### src/design/flmd_pkg.sv
// ----------------------------------------------------------------------------
// flmd_pkg: shared types and constants for the log-magnitude display block
// Beat layouts, register indexes, channel codes and the log2 lookup table.
// ----------------------------------------------------------------------------
package flmd_pkg;

    localparam int COEF_W  = 24;
    localparam int MAG_W   = 24;
    localparam int GAIN_W  = 24;
    localparam int LEVEL_W = 16;
    localparam int LOG_W   = 21;   // log2 in Q16, integer part at most 23
    localparam int SQ_W    = 47;   // (-2^23)^2 = 2^46
    localparam int RAD_W   = 48;
    localparam int REM_W   = 26;

    // square root: two root bits per stage
    localparam int SQRT_STEPS  = 2;
    localparam int SQRT_STAGES = MAG_W / SQRT_STEPS;

    localparam logic [15:0] LN2_Q16 = 16'd45426;
    localparam logic [GAIN_W-1:0] GAIN_RESET = 24'd65536;
    localparam logic [MAG_W-1:0] MAG_MAX = 24'd11863283;

    localparam logic [1:0] REG_GAIN_RED   = 2'd0;
    localparam logic [1:0] REG_GAIN_GREEN = 2'd1;
    localparam logic [1:0] REG_GAIN_BLUE  = 2'd2;

    localparam logic [1:0] CH_RED   = 2'd0;
    localparam logic [1:0] CH_GREEN = 2'd1;
    localparam logic [1:0] CH_BLUE  = 2'd2;
    localparam logic [1:0] CH_NONE  = 2'd3;

    typedef struct packed {
        logic signed [COEF_W-1:0] real_part;
        logic signed [COEF_W-1:0] imag_part;
        logic [1:0]               channel;
        logic                     last_in;
    } coef_t;

    typedef struct packed {
        logic [MAG_W-1:0]   magnitude;
        logic [LEVEL_W-1:0] level;
        logic [1:0]         channel_out;
        logic               last_out;
    } result_t;

    typedef struct packed {
        logic [1:0] channel;
        logic       last;
    } side_t;

    typedef struct packed {
        logic [MAG_W-1:0] magnitude;
        side_t            side;
    } mag_beat_t;

    typedef struct packed {
        logic [LOG_W-1:0] log_q16;
        logic [MAG_W-1:0] magnitude;
        side_t            side;
    } log_beat_t;

    typedef struct packed {
        logic [GAIN_W-1:0] red;
        logic [GAIN_W-1:0] green;
        logic [GAIN_W-1:0] blue;
    } gain_bank_t;

    // round(65536*log2(1+idx/16)), idx 0..16
    function automatic logic [16:0] log2_tab(input logic [4:0] idx);
        logic [16:0] val;
        case (idx)
            5'd0:    val = 17'd0;
            5'd1:    val = 17'd5732;
            5'd2:    val = 17'd11136;
            5'd3:    val = 17'd16248;
            5'd4:    val = 17'd21098;
            5'd5:    val = 17'd25711;
            5'd6:    val = 17'd30109;
            5'd7:    val = 17'd34312;
            5'd8:    val = 17'd38336;
            5'd9:    val = 17'd42196;
            5'd10:   val = 17'd45904;
            5'd11:   val = 17'd49472;
            5'd12:   val = 17'd52911;
            5'd13:   val = 17'd56229;
            5'd14:   val = 17'd59434;
            5'd15:   val = 17'd62534;
            5'd16:   val = 17'd65536;
            default: val = 17'd0;
        endcase
        return val;
    endfunction

endpackage

### src/design/flmd_scale.sv
// ----------------------------------------------------------------------------
// flmd_scale: per-channel gain and ln(2) scaling
// level = round(gain * log2 * ln2 / 2^48), product split over two stages.
// ----------------------------------------------------------------------------
module flmd_scale (
    input  logic                 clk,
    input  logic                 rst_n,
    input  flmd_pkg::gain_bank_t gains,
    input  logic                 in_valid,
    output logic                 in_ready,
    input  flmd_pkg::log_beat_t  in_beat,
    output logic                 out_valid,
    input  logic                 out_ready,
    output flmd_pkg::result_t    out_beat
);

    localparam int NUM_STAGES = 3;
    localparam int GW         = flmd_pkg::GAIN_W;
    localparam int A_W        = GW + flmd_pkg::LOG_W;
    localparam int AH_W       = A_W - 24;
    localparam int PH_W       = AH_W + 16;
    localparam int PL_W       = 24 + 16;
    localparam int P_W        = 61;

    logic [NUM_STAGES-1:0] vld_reg;
    logic [NUM_STAGES:0]   load;

    flmd_pkg::side_t            side_reg [NUM_STAGES];
    logic [flmd_pkg::MAG_W-1:0] mag_reg  [NUM_STAGES];

    logic [GW-1:0]   gain_sel;
    logic [A_W-1:0]  a_reg;
    logic [PH_W-1:0] ph_reg;
    logic [PL_W-1:0] pl_reg;
    logic [P_W-1:0]  p_sum;
    logic [flmd_pkg::LEVEL_W-1:0] level_reg;

    always_comb
    begin
        load[NUM_STAGES] = out_ready;
        for (int i = NUM_STAGES - 1; i >= 0; i--)
        begin
            load[i] = !vld_reg[i] || load[i+1];
        end
    end

    assign in_ready = load[0];

    always_ff @(posedge clk or negedge rst_n)
    begin
        if (!rst_n)
        begin
            vld_reg <= '0;
        end
        else
        begin
            for (int i = 0; i < NUM_STAGES; i++)
            begin
                if (load[i])
                begin
                    vld_reg[i] <= (i == 0) ? in_valid : vld_reg[i-1];
                end
            end
        end
    end

    always_comb
    begin
        case (in_beat.side.channel)
            flmd_pkg::CH_RED:   gain_sel = gains.red;
            flmd_pkg::CH_GREEN: gain_sel = gains.green;
            flmd_pkg::CH_BLUE:  gain_sel = gains.blue;
            default:            gain_sel = '0;
        endcase
    end

    // P < 2^61, so the rounded level fits in 13 bits and never saturates
    assign p_sum = {ph_reg, 24'd0}
                 + {{(P_W-PL_W){1'b0}}, pl_reg}
                 + (P_W'(1) << 47);

    always_ff @(posedge clk)
    begin
        if (load[0])
        begin
            a_reg       <= gain_sel * in_beat.log_q16;
            mag_reg[0]  <= in_beat.magnitude;
            side_reg[0] <= in_beat.side;
        end
        if (load[1])
        begin
            ph_reg <= a_reg[A_W-1:24] * flmd_pkg::LN2_Q16;
            pl_reg <= a_reg[23:0] * flmd_pkg::LN2_Q16;
        end
        if (load[2])
        begin
            level_reg <= {{(flmd_pkg::LEVEL_W-(P_W-48)){1'b0}}, p_sum[P_W-1:48]};
        end
        for (int i = 1; i < NUM_STAGES; i++)
        begin
            if (load[i])
            begin
                mag_reg[i]  <= mag_reg[i-1];
                side_reg[i] <= side_reg[i-1];
            end
        end
    end

    assign out_valid            = vld_reg[NUM_STAGES-1];
    assign out_beat.magnitude   = mag_reg[NUM_STAGES-1];
    assign out_beat.level       = level_reg;
    assign out_beat.channel_out = side_reg[NUM_STAGES-1].channel;
    assign out_beat.last_out    = side_reg[NUM_STAGES-1].last;

endmodule

### config.mk
export PLATFORM = sky130hd
export DESIGN_NAME = flmd_scale
export DESIGN_NICKNAME = d
export VERILOG_FILES = /design/src/design/flmd_pkg.sv /design/src/design/flmd_scale.sv
export SDC_FILE = /design/constraint.sdc
export NUM_CORES = 2
export LEC_CHECK = 0
export BUFFER_PORTS_ARGS = -buffer_cell sky130_fd_sc_hd__buf_2
export CAP_MARGIN = 5
export CORE_ASPECT_RATIO = 0.75
export CORE_MARGIN = 2
export CORE_UTILIZATION = 50
export CTS_CLUSTER_SIZE = 16
export DETAILED_ROUTE_END_ITERATION = 8
export GPL_ROUTABILITY_DRIVEN = 0
export GPL_TIMING_DRIVEN = 0
export PLACE_DENSITY = 0.65
export SYNTH_ARGS = -nofsm -noshare
export SYNTH_HDL_FRONTEND = slang
export SYNTH_SLANG_ARGS = --single-unit
export TNS_END_PERCENT = 20
### constraint.sdc
create_clock -name clk -period 12.3 [get_ports clk]
set_input_delay 2.46 -clock clk [delete_from_list [all_inputs] [get_ports clk]]
set_output_delay 2.46 -clock clk [all_outputs]
set_load 0.01 [all_outputs]
==> results.yml <==
flow_run:
  cap_viol_max_count: 0
setup_path:
  critPathMostFrequentCell: "fa_1"
  critPathLaunch: "in_beat[2]"
  critPathArrivalTime_ns: 11.92
  cp-endpoint: "a_reg[39]"
  critPathMaxFanout: 10
  rr_worst_depth: 17
  cp-end-kind: "flip-flop"
  worst-r2r-setup-slack_ns: 5.92
  critPathMaxStageDelay_ns: 0.76
  cp.required_ns: 12.51
  r2r-start: "a_reg[11]"
  path_class: "in -> reg"
  rr_endpoint: "pl_reg[39]"
  crit_slowest_cell: "buf_1"
  startpoint_type: "input port"
logic_synthesis:
  synth-edff-count: 190
  yosysMostFrequentCell: "inv_1"
  synth.cells.most_frequent: "inv_1, fa_1, ha_1, nand2_1, and2_1"
  synth_top_cells_by_area: "fa_1, ha_1, edfxtp_1"
  synthCells: 3381
  yosys_most_used_dff: "edfxtp_1"
  async_reset_ff_share_pct: 1.55
  synth_area_um2: 34600
  netlist.top_cell.by_area: "fa_1"
  synth.avg_cell_area_um2: 10.2
  ys_ff_latch: 193
  synth_top_area_share_pct: 36.9
  synth-warning-count: 0
  seq_area_frac_synth_pct: 16.7
  ys_types: 70
floorplanning:
  die_width_um: 308
  io_pins: 169
  fp.dieH_um: 232
  core_area_um2: 68400
  floorplan.initialDensity_pct: 50.6
  row_count: 83
  die_area_um2: 71400
cts:
  ctsHoldBuffers: 0
  clock_sinks: 193
  numCtsBuffers: 17
  tritoncts: "built"
  clockBufferDepth: 2
  clk_latency_ns: 0.47
  cts_max_level: 4
  path_clk_slew_ns: 0.08
  cts_root_buf: "clkbuf_16"
  postCtsSetupBuffers: 0
  cts_resized: 0
global_routing:
  grt_pass1_vias: 24001
  grt_pass1_wl_mm: 131
  antenna_found_initial: 4
  track_usage_pct: 23.9
  grt_max_degree: 24
  grt.overflow.total: 0
sta:
  fmax_mhz: 85.4
  hold_viol_final: 0
  slew_headroom_pct: 27.0
  tns_ns: 0
  rsz0062_at_grt: "false"
  drv_slew: 0
  finalSetupViolations: 0
  finalCriticalPeriod_ns: 11.71
  fin_worst_skew_ns: 0.0204
  tightest_slew_ns: 1.08
  min_period_over_period_pct: 95.2
route:
  dr.first_iter.drc_count: 1608
  viasPerCell: 5.27
  wl_mm: 81.9
  num_vias: 23642
  drtPass1Iterations: 5
  avgRoutedWirePerCell_um: 18.3
  drc: 0
  drtAntennaViolNets: 0
cells_and_area:
  fillers: 6199
  seq_area_um2: 5780
  layout.nets: 4800
  drive_gt1_share_pct: 7.08
  syn_to_final_growth_pct: 8.09
  multi_input_area_um2: 25300
  largest_reg_flops: 72
status:
  status: "complete, no violations"
min_path:
  min_path_type: "reg -> reg"
  min_delay_path_depth: 0
  min-delay-start: "mag_reg[0][11]"
placement:
  port_buffers: 165
  dp_hpwl_mm: 70.4
## cells in the final DEF, fill, tap and decap left out, types with 41 or more instances in the layout
master / n
nand2_1: 318
clkbuf_1: 103
a21oi_1: 98
a21o_1: 41
buf_2: 167
ha_1: 460
o21ai_0: 64
xnor2_1: 68
nor2_1: 49
and2_1: 270
edfxtp_1: 190
fa_1: 639
inv_1: 782
## kinds of logic after synthesis
group           share of synthesized area (%)
fa+ha+maj                                53.6
flops                                    16.7
simple gates                             10.8
xor+xnor                                 2.30
compound gates                           5.55
buf+inv                                  10.3
mux                                     0.723
other cells                            0.0108
## per-layer routing
layer	GRT usage, %	wire, um
met4	4.57	1350
met3	5.91	6860
met2	35.8	35900
met5	0	0
met1	35.3	37800
## metrics by stage
step	setup WS (ns)	cells	area, um^2	util, %	hold WS (ns)
after floorplan	2.41	3383	34600	-	0.400
after global placement	0.307	4440	36600	53.4	0.400
after detailed placement	0.263	4450	36800	53.7	0.405
after CTS	0.762	4482	37400	54.7	0.419
after global routing	0.238	4482	37400	54.7	0.428
final	0.591	4486	37400	54.7	0.416
## area by class of cell
class	instances	area share, %
Antenna cell	4	0.0267
Tap cell	892	2.98
Timing Repair Buffer	175	2.67
Clock buffer	17	1.14
Clock inverter	15	0.635
Multi-Input combinational cell	2268	67.5
Inverter	783	7.85
Buffer	139	1.70
Sequential cell	193	15.4
## worst max-delay path, delay by kind of cell
family	cells	cell delay, ns
buffers and inverters	9	2.61
xor gates and xnor gates	1	0.15
adders and majority gates	8	3.65
and+or+nand+nor	4	0.97
muxes	1	0.17
AOI/OAI and AO/OA	5	1.89
## how the worst min path moves through the flow
| stage | end | slack [ns] |
|---|---|---|
| final | mag_reg[0][35] | 0.42 |
| after detailed placement | mag_reg[0][27] | 0.40 |
| after floorplan | mag_reg[0][24] | 0.40 |
| after global routing | mag_reg[0][37] | 0.43 |
| after global placement | mag_reg[0][68] | 0.40 |
| after CTS | mag_reg[0][35] | 0.42 |
Power is left out: the tool's default activity adds up to more than one toggle a clock period on the data nets, which glitch-free logic cannot reach.
