File: src/design/flmd_pkg.sv
// ----------------------------------------------------------------------------
// flmd_pkg: shared types and constants for the log-magnitude display block
// Beat layouts, register indexes, channel codes and the log2 lookup table.
// ----------------------------------------------------------------------------
package flmd_pkg;

    localparam int COEF_W  = 24;
    localparam int MAG_W   = 24;
    localparam int GAIN_W  = 24;
    localparam int LEVEL_W = 16;
    localparam int LOG_W   = 21;   // log2 in Q16, integer part at most 23
    localparam int SQ_W    = 47;   // (-2^23)^2 = 2^46
    localparam int RAD_W   = 48;
    localparam int REM_W   = 26;

    // square root: two root bits per stage
    localparam int SQRT_STEPS  = 2;
    localparam int SQRT_STAGES = MAG_W / SQRT_STEPS;

    localparam logic [15:0] LN2_Q16 = 16'd45426;
    localparam logic [GAIN_W-1:0] GAIN_RESET = 24'd65536;
    localparam logic [MAG_W-1:0] MAG_MAX = 24'd11863283;

    localparam logic [1:0] REG_GAIN_RED   = 2'd0;
    localparam logic [1:0] REG_GAIN_GREEN = 2'd1;
    localparam logic [1:0] REG_GAIN_BLUE  = 2'd2;

    localparam logic [1:0] CH_RED   = 2'd0;
    localparam logic [1:0] CH_GREEN = 2'd1;
    localparam logic [1:0] CH_BLUE  = 2'd2;
    localparam logic [1:0] CH_NONE  = 2'd3;

    typedef struct packed {
        logic signed [COEF_W-1:0] real_part;
        logic signed [COEF_W-1:0] imag_part;
        logic [1:0]               channel;
        logic                     last_in;
    } coef_t;

    typedef struct packed {
        logic [MAG_W-1:0]   magnitude;
        logic [LEVEL_W-1:0] level;
        logic [1:0]         channel_out;
        logic               last_out;
    } result_t;

    typedef struct packed {
        logic [1:0] channel;
        logic       last;
    } side_t;

    typedef struct packed {
        logic [MAG_W-1:0] magnitude;
        side_t            side;
    } mag_beat_t;

    typedef struct packed {
        logic [LOG_W-1:0] log_q16;
        logic [MAG_W-1:0] magnitude;
        side_t            side;
    } log_beat_t;

    typedef struct packed {
        logic [GAIN_W-1:0] red;
        logic [GAIN_W-1:0] green;
        logic [GAIN_W-1:0] blue;
    } gain_bank_t;

    // round(65536*log2(1+idx/16)), idx 0..16
    function automatic logic [16:0] log2_tab(input logic [4:0] idx);
        logic [16:0] val;
        case (idx)
            5'd0:    val = 17'd0;
            5'd1:    val = 17'd5732;
            5'd2:    val = 17'd11136;
            5'd3:    val = 17'd16248;
            5'd4:    val = 17'd21098;
            5'd5:    val = 17'd25711;
            5'd6:    val = 17'd30109;
            5'd7:    val = 17'd34312;
            5'd8:    val = 17'd38336;
            5'd9:    val = 17'd42196;
            5'd10:   val = 17'd45904;
            5'd11:   val = 17'd49472;
            5'd12:   val = 17'd52911;
            5'd13:   val = 17'd56229;
            5'd14:   val = 17'd59434;
            5'd15:   val = 17'd62534;
            5'd16:   val = 17'd65536;
            default: val = 17'd0;
        endcase
        return val;
    endfunction

endpackage

File: src/design/flmd_sqrt.sv
// ----------------------------------------------------------------------------
// flmd_sqrt: pipelined complex modulus
// Squares both parts, sums them, and takes a rounded square root two bits
// per stage with a restoring digit recurrence.
// ----------------------------------------------------------------------------
module flmd_sqrt (
    input  logic                clk,
    input  logic                rst_n,
    input  logic                in_valid,
    output logic                in_ready,
    input  flmd_pkg::coef_t     in_beat,
    output logic                out_valid,
    input  logic                out_ready,
    output flmd_pkg::mag_beat_t out_beat
);

    localparam int S          = flmd_pkg::SQRT_STAGES;
    localparam int NUM_STAGES = S + 3;   // square, sum, root stages, round

    logic [NUM_STAGES-1:0] vld_reg;
    logic [NUM_STAGES:0]   load;

    flmd_pkg::side_t side_reg [NUM_STAGES];

    logic signed [2*flmd_pkg::COEF_W-1:0] prod_re;
    logic signed [2*flmd_pkg::COEF_W-1:0] prod_im;
    logic [flmd_pkg::SQ_W-1:0]            sq_re_reg;
    logic [flmd_pkg::SQ_W-1:0]            sq_im_reg;

    logic [flmd_pkg::RAD_W-1:0] rad_reg  [S];
    logic [flmd_pkg::RAD_W-1:0] rad_next [S];
    logic [flmd_pkg::REM_W-1:0] rem_reg  [1:S];
    logic [flmd_pkg::REM_W-1:0] rem_next [1:S];
    logic [flmd_pkg::MAG_W-1:0] root_reg  [1:S];
    logic [flmd_pkg::MAG_W-1:0] root_next [1:S];

    logic [flmd_pkg::REM_W+1:0] rem_w;
    logic [flmd_pkg::REM_W+1:0] trial_w;
    logic [flmd_pkg::MAG_W-1:0] root_w;
    logic [flmd_pkg::RAD_W-1:0] rad_w;

    logic                       round_up;
    logic [flmd_pkg::MAG_W-1:0] mag_reg;

    // a stage takes a new beat when it is empty or its content moves on
    always_comb
    begin
        load[NUM_STAGES] = out_ready;
        for (int i = NUM_STAGES - 1; i >= 0; i--)
        begin
            load[i] = !vld_reg[i] || load[i+1];
        end
    end

    assign in_ready = load[0];

    always_ff @(posedge clk or negedge rst_n)
    begin
        if (!rst_n)
        begin
            vld_reg <= '0;
        end
        else
        begin
            for (int i = 0; i < NUM_STAGES; i++)
            begin
                if (load[i])
                begin
                    vld_reg[i] <= (i == 0) ? in_valid : vld_reg[i-1];
                end
            end
        end
    end

    assign prod_re = in_beat.real_part * in_beat.real_part;
    assign prod_im = in_beat.imag_part * in_beat.imag_part;

    // root stages, each retires SQRT_STEPS bits of the root
    always_comb
    begin
        rem_w   = '0;
        trial_w = '0;
        root_w  = '0;
        rad_w   = '0;
        for (int k = 1; k <= S; k++)
        begin
            rad_w = rad_reg[k-1];
            if (k == 1)
            begin
                rem_w  = '0;
                root_w = '0;
            end
            else
            begin
                rem_w  = {2'b00, rem_reg[k-1]};
                root_w = root_reg[k-1];
            end
            for (int j = 0; j < flmd_pkg::SQRT_STEPS; j++)
            begin
                rem_w   = {rem_w[flmd_pkg::REM_W-1:0], rad_w[flmd_pkg::RAD_W-1 -: 2]};
                rad_w   = {rad_w[flmd_pkg::RAD_W-3:0], 2'b00};
                trial_w = {2'b00, root_w, 2'b01};
                if (rem_w >= trial_w)
                begin
                    rem_w  = rem_w - trial_w;
                    root_w = {root_w[flmd_pkg::MAG_W-2:0], 1'b1};
                end
                else
                begin
                    root_w = {root_w[flmd_pkg::MAG_W-2:0], 1'b0};
                end
            end
            rem_next[k]  = rem_w[flmd_pkg::REM_W-1:0];
            root_next[k] = root_w;
            if (k < S)
            begin
                rad_next[k] = rad_w;
            end
        end
        rad_next[0] = {1'b0, sq_re_reg} + {1'b0, sq_im_reg};
    end

    // round half up: bump when the remainder exceeds the root
    assign round_up = rem_reg[S] > {{(flmd_pkg::REM_W - flmd_pkg::MAG_W){1'b0}}, root_reg[S]};

    always_ff @(posedge clk)
    begin
        if (load[0])
        begin
            sq_re_reg           <= prod_re[flmd_pkg::SQ_W-1:0];
            sq_im_reg           <= prod_im[flmd_pkg::SQ_W-1:0];
            side_reg[0].channel <= in_beat.channel;
            side_reg[0].last    <= in_beat.last_in;
        end
        if (load[1])
        begin
            rad_reg[0] <= rad_next[0];
        end
        for (int k = 1; k <= S; k++)
        begin
            if (load[k+1])
            begin
                rem_reg[k]  <= rem_next[k];
                root_reg[k] <= root_next[k];
                if (k < S)
                begin
                    rad_reg[k] <= rad_next[k];
                end
            end
        end
        if (load[S+2])
        begin
            mag_reg <= root_reg[S] + {{(flmd_pkg::MAG_W-1){1'b0}}, round_up};
        end
        for (int i = 1; i < NUM_STAGES; i++)
        begin
            if (load[i])
            begin
                side_reg[i] <= side_reg[i-1];
            end
        end
    end

    assign out_valid          = vld_reg[NUM_STAGES-1];
    assign out_beat.magnitude = mag_reg;
    assign out_beat.side      = side_reg[NUM_STAGES-1];

endmodule

File: config.mk
export PLATFORM = sky130hd
export DESIGN_NAME = flmd_sqrt
export DESIGN_NICKNAME = d
export VERILOG_FILES = /design/src/design/flmd_pkg.sv /design/src/design/flmd_sqrt.sv
export SDC_FILE = /design/constraint.sdc
export NUM_CORES = 2
export LEC_CHECK = 0
export CORE_ASPECT_RATIO = 1.4
export CORE_MARGIN = 2
export CORE_UTILIZATION = 33
export DETAILED_ROUTE_END_ITERATION = 8
export DONT_BUFFER_PORTS = 1
export PLACE_DENSITY_LB_ADDON = 0.25
export REMOVE_ABC_BUFFERS = 1
export SETUP_SLACK_MARGIN = 0.1
export SYNTH_ARGS = -nofsm -noshare
export SYNTH_HDL_FRONTEND = slang
export SYNTH_SLANG_ARGS = --single-unit
File: constraint.sdc
create_clock -name clk -period 12.9 [get_ports clk]
set_input_delay 1.935 -clock clk [delete_from_list [all_inputs] [get_ports clk]]
set_output_delay 1.935 -clock clk [all_outputs]
set_load 0.02 [all_outputs]
==> results.md <==
* Outcome: complete, no violations
* Syn Area/Cell at 10.1 µm²
* Longest Clk Path Bufs at 3
* Hold WS at 0.352 ns
* DR vias/cell at 4.98
* Area leader, netlist: edfxtp_1
* Drt wl/cell at 18.9 µm
* DRT Wirelength at 245000 µm
* WP data required at 13.36 ns
* CTS tree: yes
* Crit path launch type: primary input
* Layout Nets at 11000
* Initial core utilization at 0.332
* Fin Clk Skew at 0.115 ns
* Met2 usage at 0.333
* Post-synth EDFFs at 926
* Max-Cap Viols at 0
* Sink Count at 941
* Post_cts resized at 0
* Die Area at 289000 µm²
* Routing usage on met3 at 0.0141
* Part of the Yosys area used for sequential elements at 0.300
* Setup Buffers After CTS at 0
* Fin. Hold Viols at 0
* # setup viols final at 0
* H-tree depth at 3
* Rows at 231
* Largest net degree at the start of global routing at 73
* Die span in x at 455 µm
* Port bufs at 0
* Slew headroom at 0.205
* Clk root buf: clkbuf_16
* Num CTS Buffers at 98
* Via Count at 64800
* Total GRT Usage at 0.170
* Setup crit end kind: flop
* Register bit count reported by yosys at 941
* Synth async-reset ratio at 0.0159
* Post-Layout Cell Count at 13000
* Critical path class: in2reg
* YS warnings at 0
* RSZ-0062 raised after global routing: false
* Ratio of cells with drive above 1 in the final layout at 0.0383
* GRT busiest layer: met2
* Fin Setup TNS at 0 ns
* Post-route ant nets at 0
* Starting DRT DRC Count at 3352
* Top cell type's share of synthesized area at 0.296
* Overflow after GRT at 0
* CP Max Fanout at 46
* Slew @ Worst Pin at 1.19 ns
* Post-placement cell area at 98100 µm²
* DR DRC count at 0
* Tcrit/Tclk final at 0.690
* Placed cell count at 12800
* Met1 usage at 0.181
* Initial antenna violation count at 4
* Clk_lat worst skew at 0.77 ns
* Synth top area cells: edfxtp_1 (30%), fa_1 (24%), ha_1 (9.0%)
* First-pass GRT wire length at 387000 µm
* Post-DP HPWL at 201000 µm
* Vias in the first global route at 70000
* DRT Pass-1 Iters at 6
* Gpl congestion at 0.890
* Final Max Tran Viols at 0
* Cell variety after synth at 103
* IO Count at 84
* Crit path DAT at 9.37 ns
* Number of flip-flops in the largest register at 312
* Tmin final at 8.91 ns
* Most used flip-flop cell after synthesis: edfxtp_1
* Fmax at 112 MHz
* HP Class: reg2reg
* CORE AREA at 283000 µm²
* Clk slew on worst S/H paths at 0.06 ns
* Die H at 635 µm
* Hold_buf cts at 0
* Final Instance Area at 101000 µm²
* Syn Inst Count at 9263
* Syn Std Cell Area at 93900 µm²
* Syn-to-layout area delta at 7.98%
kinds of logic (layout without fill, tap and decap cells):
kind of cell | after synthesis | after routing | share of synthesized area
other | 1 | 5 | 0.0000399
DFF | 941 | 941 | 0.300
xor gates and xnor gates | 605 | 605 | 0.0564
buffers and inverters | 1985 | 1982 | 0.0799
adders and majority gates | 1781 | 1781 | 0.325
AOI/OAI and AO/OA | 1538 | 1538 | 0.106
muxes | 76 | 76 | 0.00886
and+or+nand+nor | 2336 | 2336 | 0.124
routing by layer:
layer | vias to the layer above | wire (µm)
met1 | 32400 | 89600
met4 | 0 | 12400
met3 | 459 | 6660
li1 | 30700 | -
met2 | 1221 | 137000
met5 | - | 0
Yosys cell counts (all sizes together), types with 84 or more instances:
master  instances
fa           1103
o21a           84
nand3         119
xor2          204
nor3          154
nand4          90
nor2          442
a21o          212
o21ai         286
and2          239
ha            678
nand2b         95
a21oi         482
inv          1761
xnor2         401
nand2         754
edfxtp        926
clkbuf        187
final timing paths:
kind	from	slack, ns	end	cells after the start
max	in_beat[26]	3.99	sq_im_reg[45]	23
min	rad_reg[1][36]	0.35	rad_reg[1][88]	0
max reg2reg	root_reg[0][149]	5.07	rem_reg[0][205]	20
min reg2reg	rad_reg[1][36]	0.35	rad_reg[1][88]	0
max in group asynchronous	rst_n	11.84	vld_reg[5]	0
min in group asynchronous	rst_n	0.88	vld_reg[10]	0
placed cells by master (no fill, tap or decap), types with 149 or more instances in the layout:
cell type  synthesis  routed
a21oi_1          482     482
nand2_1          753     748
ha_1             678     678
nor3_1           149     149
inv_1           1755    1750
o21ai_0          279     279
edfxtp_1         926     926
fa_1            1103    1103
xor2_1           204     204
and2_1           239     239
xnor2_1          401     401
nor2_1           441     441
a21o_1           212     212
final cells by class:
type,count,area (µm²)
Fill cell,28200,182000
Multi-Input combinational cell,6339,58300
Sequential cell,941,28200
Inverter,1764,6620
Tap cell,3728,4660
Clock buffer,114,2530
Clock inverter,70,847
Timing Repair Buffer,34,255
Antenna cell,2,5.00
per-stage QoR:
step	utilization	setup slack [ns]
after floorplan	-	2.09
after global placement	0.347	3.23
after detailed placement	0.347	3.21
after CTS	0.359	4.00
after global routing	0.359	3.48
final	0.359	3.99
critical path, cell delays in order:
cell and delay [ns]:
and2_1 0.18, fa_1 0.65, fa_1 0.93, inv_1 0.12, fa_1 0.76, inv_1 0.30
fa_1 0.61, fa_1 0.45, fa_1 0.56, inv_1 0.06, fa_1 0.53, inv_1 0.04
ha_1 0.34, and3_1 0.19, nand3_1 0.10, nor2_1 0.05, a211oi_1 0.23, o31a_1 0.24
o31ai_1 0.11, or4_1 0.43, a31o_2 0.25, a21oi_1 0.19, xnor2_1 0.09
Power is not shown: default switching activity piles up to over one toggle a cycle in this logic, so the estimate is an artifact.
