**src/design/flmd_pkg.sv**
```systemverilog
// ----------------------------------------------------------------------------
// flmd_pkg: shared types and constants for the log-magnitude display block
// Beat layouts, register indexes, channel codes and the log2 lookup table.
// ----------------------------------------------------------------------------
package flmd_pkg;

    localparam int COEF_W  = 24;
    localparam int MAG_W   = 24;
    localparam int GAIN_W  = 24;
    localparam int LEVEL_W = 16;
    localparam int LOG_W   = 21;   // log2 in Q16, integer part at most 23
    localparam int SQ_W    = 47;   // (-2^23)^2 = 2^46
    localparam int RAD_W   = 48;
    localparam int REM_W   = 26;

    // square root: two root bits per stage
    localparam int SQRT_STEPS  = 2;
    localparam int SQRT_STAGES = MAG_W / SQRT_STEPS;

    localparam logic [15:0] LN2_Q16 = 16'd45426;
    localparam logic [GAIN_W-1:0] GAIN_RESET = 24'd65536;
    localparam logic [MAG_W-1:0] MAG_MAX = 24'd11863283;

    localparam logic [1:0] REG_GAIN_RED   = 2'd0;
    localparam logic [1:0] REG_GAIN_GREEN = 2'd1;
    localparam logic [1:0] REG_GAIN_BLUE  = 2'd2;

    localparam logic [1:0] CH_RED   = 2'd0;
    localparam logic [1:0] CH_GREEN = 2'd1;
    localparam logic [1:0] CH_BLUE  = 2'd2;
    localparam logic [1:0] CH_NONE  = 2'd3;

    typedef struct packed {
        logic signed [COEF_W-1:0] real_part;
        logic signed [COEF_W-1:0] imag_part;
        logic [1:0]               channel;
        logic                     last_in;
    } coef_t;

    typedef struct packed {
        logic [MAG_W-1:0]   magnitude;
        logic [LEVEL_W-1:0] level;
        logic [1:0]         channel_out;
        logic               last_out;
    } result_t;

    typedef struct packed {
        logic [1:0] channel;
        logic       last;
    } side_t;

    typedef struct packed {
        logic [MAG_W-1:0] magnitude;
        side_t            side;
    } mag_beat_t;

    typedef struct packed {
        logic [LOG_W-1:0] log_q16;
        logic [MAG_W-1:0] magnitude;
        side_t            side;
    } log_beat_t;

    typedef struct packed {
        logic [GAIN_W-1:0] red;
        logic [GAIN_W-1:0] green;
        logic [GAIN_W-1:0] blue;
    } gain_bank_t;

    // round(65536*log2(1+idx/16)), idx 0..16
    function automatic logic [16:0] log2_tab(input logic [4:0] idx);
        logic [16:0] val;
        case (idx)
            5'd0:    val = 17'd0;
            5'd1:    val = 17'd5732;
            5'd2:    val = 17'd11136;
            5'd3:    val = 17'd16248;
            5'd4:    val = 17'd21098;
            5'd5:    val = 17'd25711;
            5'd6:    val = 17'd30109;
            5'd7:    val = 17'd34312;
            5'd8:    val = 17'd38336;
            5'd9:    val = 17'd42196;
            5'd10:   val = 17'd45904;
            5'd11:   val = 17'd49472;
            5'd12:   val = 17'd52911;
            5'd13:   val = 17'd56229;
            5'd14:   val = 17'd59434;
            5'd15:   val = 17'd62534;
            5'd16:   val = 17'd65536;
            default: val = 17'd0;
        endcase
        return val;
    endfunction

endpackage

```
**src/design/flmd_log.sv**
```systemverilog
// ----------------------------------------------------------------------------
// flmd_log: pipelined log2(1+magnitude) in Q16
// Leading-one search, normalize, table lookup and linear interpolation.
// ----------------------------------------------------------------------------
module flmd_log (
    input  logic                clk,
    input  logic                rst_n,
    input  logic                in_valid,
    output logic                in_ready,
    input  flmd_pkg::mag_beat_t in_beat,
    output logic                out_valid,
    input  logic                out_ready,
    output flmd_pkg::log_beat_t out_beat
);

    localparam int NUM_STAGES = 5;
    localparam int MW         = flmd_pkg::MAG_W;
    localparam int EXP_W      = $clog2(MW);
    localparam int FRAC_W     = MW - 1;
    localparam int KEY_W      = 4;
    localparam int TW         = FRAC_W - KEY_W;
    localparam int DIFF_W     = 13;
    localparam int PROD_W     = DIFF_W + TW;

    logic [NUM_STAGES-1:0] vld_reg;
    logic [NUM_STAGES:0]   load;

    flmd_pkg::side_t side_reg [NUM_STAGES];
    logic [MW-1:0]   mag_reg  [NUM_STAGES];

    logic [MW-1:0]     x0_reg;
    logic [MW-1:0]     x1_reg;
    logic [EXP_W-1:0]  e1_reg;
    logic [EXP_W-1:0]  e2_reg;
    logic [EXP_W-1:0]  e3_reg;
    logic [15:0]       lo2_reg;
    logic [15:0]       lo3_reg;
    logic [DIFF_W-1:0] diff_reg;
    logic [TW-1:0]     t_reg;
    logic [PROD_W-1:0] prod_reg;
    logic [flmd_pkg::LOG_W-1:0] log_reg;

    logic [EXP_W-1:0] lead_w;
    logic [MW-1:0]    norm_w;
    logic [KEY_W-1:0] key_w;
    logic [16:0]      tab_lo;
    logic [16:0]      tab_hi;
    logic [16:0]      tab_diff;

    always_comb
    begin
        load[NUM_STAGES] = out_ready;
        for (int i = NUM_STAGES - 1; i >= 0; i--)
        begin
            load[i] = !vld_reg[i] || load[i+1];
        end
    end

    assign in_ready = load[0];

    always_ff @(posedge clk or negedge rst_n)
    begin
        if (!rst_n)
        begin
            vld_reg <= '0;
        end
        else
        begin
            for (int i = 0; i < NUM_STAGES; i++)
            begin
                if (load[i])
                begin
                    vld_reg[i] <= (i == 0) ? in_valid : vld_reg[i-1];
                end
            end
        end
    end

    // leading one of x, x is never zero
    always_comb
    begin
        lead_w = '0;
        for (int i = 0; i < MW; i++)
        begin
            if (x0_reg[i])
            begin
                lead_w = EXP_W'(i);
            end
        end
    end

    assign norm_w   = x1_reg << (EXP_W'(MW - 1) - e1_reg);
    assign key_w    = norm_w[FRAC_W-1 -: KEY_W];
    assign tab_lo   = flmd_pkg::log2_tab({1'b0, key_w});
    assign tab_hi   = flmd_pkg::log2_tab({1'b0, key_w} + 5'd1);
    assign tab_diff = tab_hi - tab_lo;

    always_ff @(posedge clk)
    begin
        if (load[0])
        begin
            x0_reg      <= in_beat.magnitude + {{(MW-1){1'b0}}, 1'b1};
            mag_reg[0]  <= in_beat.magnitude;
            side_reg[0] <= in_beat.side;
        end
        if (load[1])
        begin
            x1_reg <= x0_reg;
            e1_reg <= lead_w;
        end
        if (load[2])
        begin
            e2_reg   <= e1_reg;
            lo2_reg  <= tab_lo[15:0];
            diff_reg <= tab_diff[DIFF_W-1:0];
            t_reg    <= norm_w[TW-1:0];
        end
        if (load[3])
        begin
            e3_reg   <= e2_reg;
            lo3_reg  <= lo2_reg;
            prod_reg <= diff_reg * t_reg;
        end
        if (load[4])
        begin
            log_reg <= {e3_reg, 16'd0}
                     + {{(flmd_pkg::LOG_W-16){1'b0}}, lo3_reg}
                     + {{(flmd_pkg::LOG_W-DIFF_W){1'b0}}, prod_reg[PROD_W-1:TW]};
        end
        for (int i = 1; i < NUM_STAGES; i++)
        begin
            if (load[i])
            begin
                mag_reg[i]  <= mag_reg[i-1];
                side_reg[i] <= side_reg[i-1];
            end
        end
    end

    assign out_valid          = vld_reg[NUM_STAGES-1];
    assign out_beat.log_q16   = log_reg;
    assign out_beat.magnitude = mag_reg[NUM_STAGES-1];
    assign out_beat.side      = side_reg[NUM_STAGES-1];

endmodule

```
**config.mk**
```make
export PLATFORM = sky130hd
export DESIGN_NAME = flmd_log
export DESIGN_NICKNAME = d
export VERILOG_FILES = /design/src/design/flmd_pkg.sv /design/src/design/flmd_log.sv
export SDC_FILE = /design/constraint.sdc
export NUM_CORES = 1
export LEC_CHECK = 0
export ABC_CLOCK_PERIOD_IN_PS = 7700
export BUFFER_PORTS_ARGS = -buffer_cell sky130_fd_sc_hd__buf_4
export CAP_MARGIN = 10
export CORE_MARGIN = 2
export CORE_UTILIZATION = 40
export DETAILED_ROUTE_END_ITERATION = 8
export PLACE_DENSITY = 0.53
export SKIP_CTS_REPAIR_TIMING = 1
export SLEW_MARGIN = 10
export SYNTH_ARGS = -nofsm -noshare
export SYNTH_HDL_FRONTEND = slang
export SYNTH_SLANG_ARGS = --single-unit
```
**constraint.sdc**
```tcl
create_clock -name clk -period 7.7 [get_ports clk]
set_input_delay 0.385 -clock clk [delete_from_list [all_inputs] [get_ports clk]]
set_output_delay 0.385 -clock clk [all_outputs]
set_load 0.05 [all_outputs]
```
==> results.md <==
* Number of CTS-inserted buffers at 35
* Library cell occupying the most area in the post-synthesis netlist: sky130_fd_sc_hd__edfxtp_1
* Setup_tns at 0 ns
* Endpoint class of the critical path: flop
* Final HPWL from detailed placement at 31600 um
* Final Hold Fails at 0
* Root buffer cell: sky130_fd_sc_hd__clkbuf_16
* Number of primary I/O pins at 81
* Number of synthesized register bits at 300
* Predominant post-synthesis flop cell: sky130_fd_sc_hd__edfxtp_1
* Vias/cell at 4.90
* Slew @ Worst Pin at 1.14 ns
* Vertical die dimension at 230 um
* FFs w/ async S/R, synth at 1.67%
* Number of nets in the final layout at 2079
* Syn Nets at 2029
* Cells along the critical path: inv_1 -> ha_1 -> inv_1 -> mux2i_1 -> o21ai_0 -> o21ai_2 -> inv_1 -> ha_1 -> inv_1 -> ha_1 -> clkinv_1 -> nor2_1 -> o221ai_1 -> o211ai_1 -> ha_1 -> nor2b_1 -> o21ai_0 -> nand2b_1 -> and2_1 -> o41ai_1 -> o21ai_0 -> o41ai_1 -> xnor3_1
* Element type at the critical path start: flop
* Post-synth top area share at 43.5%
* Class of the worst hold path: input port to flop
* Final Max Tran Viols at 0
* Maximum level of the CTS H-tree at 2
* Setup repair after global routing missed its margin: false
* Number of global-route vias before repair at 12600
* Initial standard-cell utilization of the core at 40.6%
* Total of buffers placed on input and output ports at 80
* Critical Path Slowest Stage Cell: sky130_fd_sc_hd__edfxtp_1
* Global-route total usage across every layer at 16.2%
* Clock edge transition at the registers on the reported setup and hold paths at 0.06 ns
* R2r setup slk at 0.60 ns
* Wire length of the first global-routing pass at 67800 um
* Cells after Synth at 1697
* Clock Path Buffers at 3
* Number of fillers in the final layout at 4575
* Horizontal extent of the die at 230 um
* Remaining antenna violation count at 0
* Setup Skew at 0.0320 ns
* Max cap viols at 0
* Time the worst path needs with I/O delays and setup at 7.10 ns
* Final worst path period share at 92.2%
* End point of the critical path: diff_reg[12]
* Pin count of the biggest net entering global routing at 65
* Count of warnings emitted by yosys at 0
* Largest register FFs at 120
* Worst R2R End: diff_reg[12]
* Critical Path RT at 7.98 ns
* Synth top cells by count: sky130_fd_sc_hd__edfxtp_1 (295), sky130_fd_sc_hd__inv_1 (256), sky130_fd_sc_hd__fa_1 (188), sky130_fd_sc_hd__nand2_1 (185), sky130_fd_sc_hd__and2_1 (123)
* Proportion of synthesized chip area in sequential cells at 44.1%
* Synthesized area per cell at 12.0 um^2
* Average wire per standard cell at 16.9 um
* Remaining global-route overflow at 0
* Arrival time at the worst endpoint at 7.38 ns
* Later-pin clock latency in the skew report at 0.55 ns
* Outcome: complete, no violations
* Fraction of layout cells with a size suffix above 1 at 9.93%
* Reg2reg start: e1_reg[3]
* Die outline area at 52700 um^2
* First drt pass iteration count at 5
* Final Routed Wirelength at 41200 um
* RD Place Congestion at 0.841
* Post-synthesis to final-layout area growth at 11.1%
* Leading cell types by total area after synthesis: sky130_fd_sc_hd__edfxtp_1 (44%), sky130_fd_sc_hd__fa_1 (18%), sky130_fd_sc_hd__ha_1 (6.9%)
* Detailed-route DRC error count at 0
* Starting DRT DRC Count at 668
* Floorplan Core Area at 50200 um^2
* Clock tree from TritonCTS: done
* Biggest fanout along the worst timing path at 23
* Clock Sink Count at 300
* Cell area after synthesis at 20400 um^2
* Timing startpoint of the critical path: e1_reg[3]
* Number of enable-type register cells in the synthesized netlist at 295
* Fmax achieved at 141 MHz
* Top-count cell post-synth: sky130_fd_sc_hd__edfxtp_1
* Number of antenna violations at the first check in global routing at 0
* Worst relative slew slack at 24.0%
* Post-synth cell types at 73
* Worst-case reg-to-reg path depth at 23
* Row cnt at 82
* Inserted Diodes at 0
* Setup Crit Path Kind: flop to flop
* Worst path max stage delay at 0.78 ns
* Final count of negative-setup-slack endpoints at 0
* Via total after detailed routing at 12000
==> critical path: cells and delay by family, from the launching register on <==
| family | cells | cell delay, ns |
|---|---|---|
| compound gates | 8 | 1.67 |
| mux | 1 | 0.17 |
| flops | 1 | 0.78 |
| xor+xnor | 1 | 0.40 |
| buf+inv | 5 | 1.29 |
| simple gates | 4 | 0.74 |
| fa+ha+maj | 4 | 1.77 |
==> layout make-up <==
type / instances / area [um^2] / share of cell area (%)
Multi-Input combinational cell: 1051 / 9920 / 43.9
Timing Repair Buffer: 101 / 768 / 3.40
Clock inverter: 13 / 211 / 0.935
Sequential cell: 300 / 8980 / 39.7
Inverter: 258 / 968 / 4.28
Clock buffer: 49 / 928 / 4.10
Tap cell: 672 / 841 / 3.72
==> cell usage in the layout, fill, tap and decap left out, types with 8 or more instances in the layout <==
| cell | instances |
|---|---|
| sky130_fd_sc_hd__nor3_1 | 21 |
| sky130_fd_sc_hd__buf_4 | 97 |
| sky130_fd_sc_hd__a21oi_1 | 33 |
| sky130_fd_sc_hd__a211oi_1 | 12 |
| sky130_fd_sc_hd__clkbuf_16 | 35 |
| sky130_fd_sc_hd__xnor2_1 | 48 |
| sky130_fd_sc_hd__clkbuf_1 | 14 |
| sky130_fd_sc_hd__ha_1 | 113 |
| sky130_fd_sc_hd__and2_1 | 123 |
| sky130_fd_sc_hd__nand2_1 | 183 |
| sky130_fd_sc_hd__o21a_1 | 13 |
| sky130_fd_sc_hd__and3_1 | 19 |
| sky130_fd_sc_hd__nand3_1 | 24 |
| sky130_fd_sc_hd__mux2i_1 | 12 |
| sky130_fd_sc_hd__nand2b_1 | 9 |
| sky130_fd_sc_hd__xor2_1 | 15 |
| sky130_fd_sc_hd__mux4_1 | 8 |
| sky130_fd_sc_hd__mux4_2 | 13 |
| sky130_fd_sc_hd__o21ai_0 | 24 |
| sky130_fd_sc_hd__edfxtp_1 | 295 |
| sky130_fd_sc_hd__fa_1 | 188 |
| sky130_fd_sc_hd__nor2_1 | 79 |
| sky130_fd_sc_hd__nor2b_1 | 11 |
| sky130_fd_sc_hd__inv_1 | 255 |
| sky130_fd_sc_hd__a21o_1 | 8 |
==> metal layers <==
metal / wire, um / up-vias / global-route usage (%)
met2: 20000 / 217 / 27.1
met4: 803 / 0 / 4.00
met3: 1840 / 56 / 3.08
met1: 18600 / 6000 / 21.7
li1: - / 5714 / -
met5: 0 / - / 0
==> worst min path at each step <==
stage / startpoint / end / depth (start not counted)
5_1_grt: in_beat[22] / mag_reg[0][19] / 1
2_1_floorplan: rst_n / vld_reg[0] / 0
4_1_cts: rst_n / vld_reg[3] / 1
6_report: in_valid / vld_reg[0] / 2
3_3_place_gp: rst_n / vld_reg[4] / 1
3_5_place_dp: rst_n / vld_reg[4] / 1
==> through the flow <==
stage / area, um^2 / std cells / hold WS [ns] / util [%] / worst slack (ns)
after global routing: 22600 / 2444 / 0.0201 / 45.1 / 0.0699
after floorplan: 20400 / 1697 / 0.0894 / - / 2.05
after CTS: 22600 / 2440 / -0.403 / 45.0 / 0.748
final: 22600 / 2444 / 0.0305 / 45.1 / 0.597
after global placement: 21400 / 2378 / 0.188 / 42.7 / 1.01
after detailed placement: 21400 / 2378 / 0.189 / 42.7 / 0.757
==> kinds of logic (layout without fill, tap and decap cells) <==
family | after synthesis | after routing | share of synthesized area, %
flops | 300 | 300 | 44.1
fa+ha+maj | 301 | 301 | 25.4
xor+xnor | 65 | 65 | 2.96
mux | 39 | 39 | 3.39
buf+inv | 346 | 421 | 7.21
simple gates | 498 | 498 | 11.9
compound gates | 148 | 148 | 4.93
Power is not shown: default switching activity piles up to over one toggle a cycle in this logic, so the estimate is an artifact.
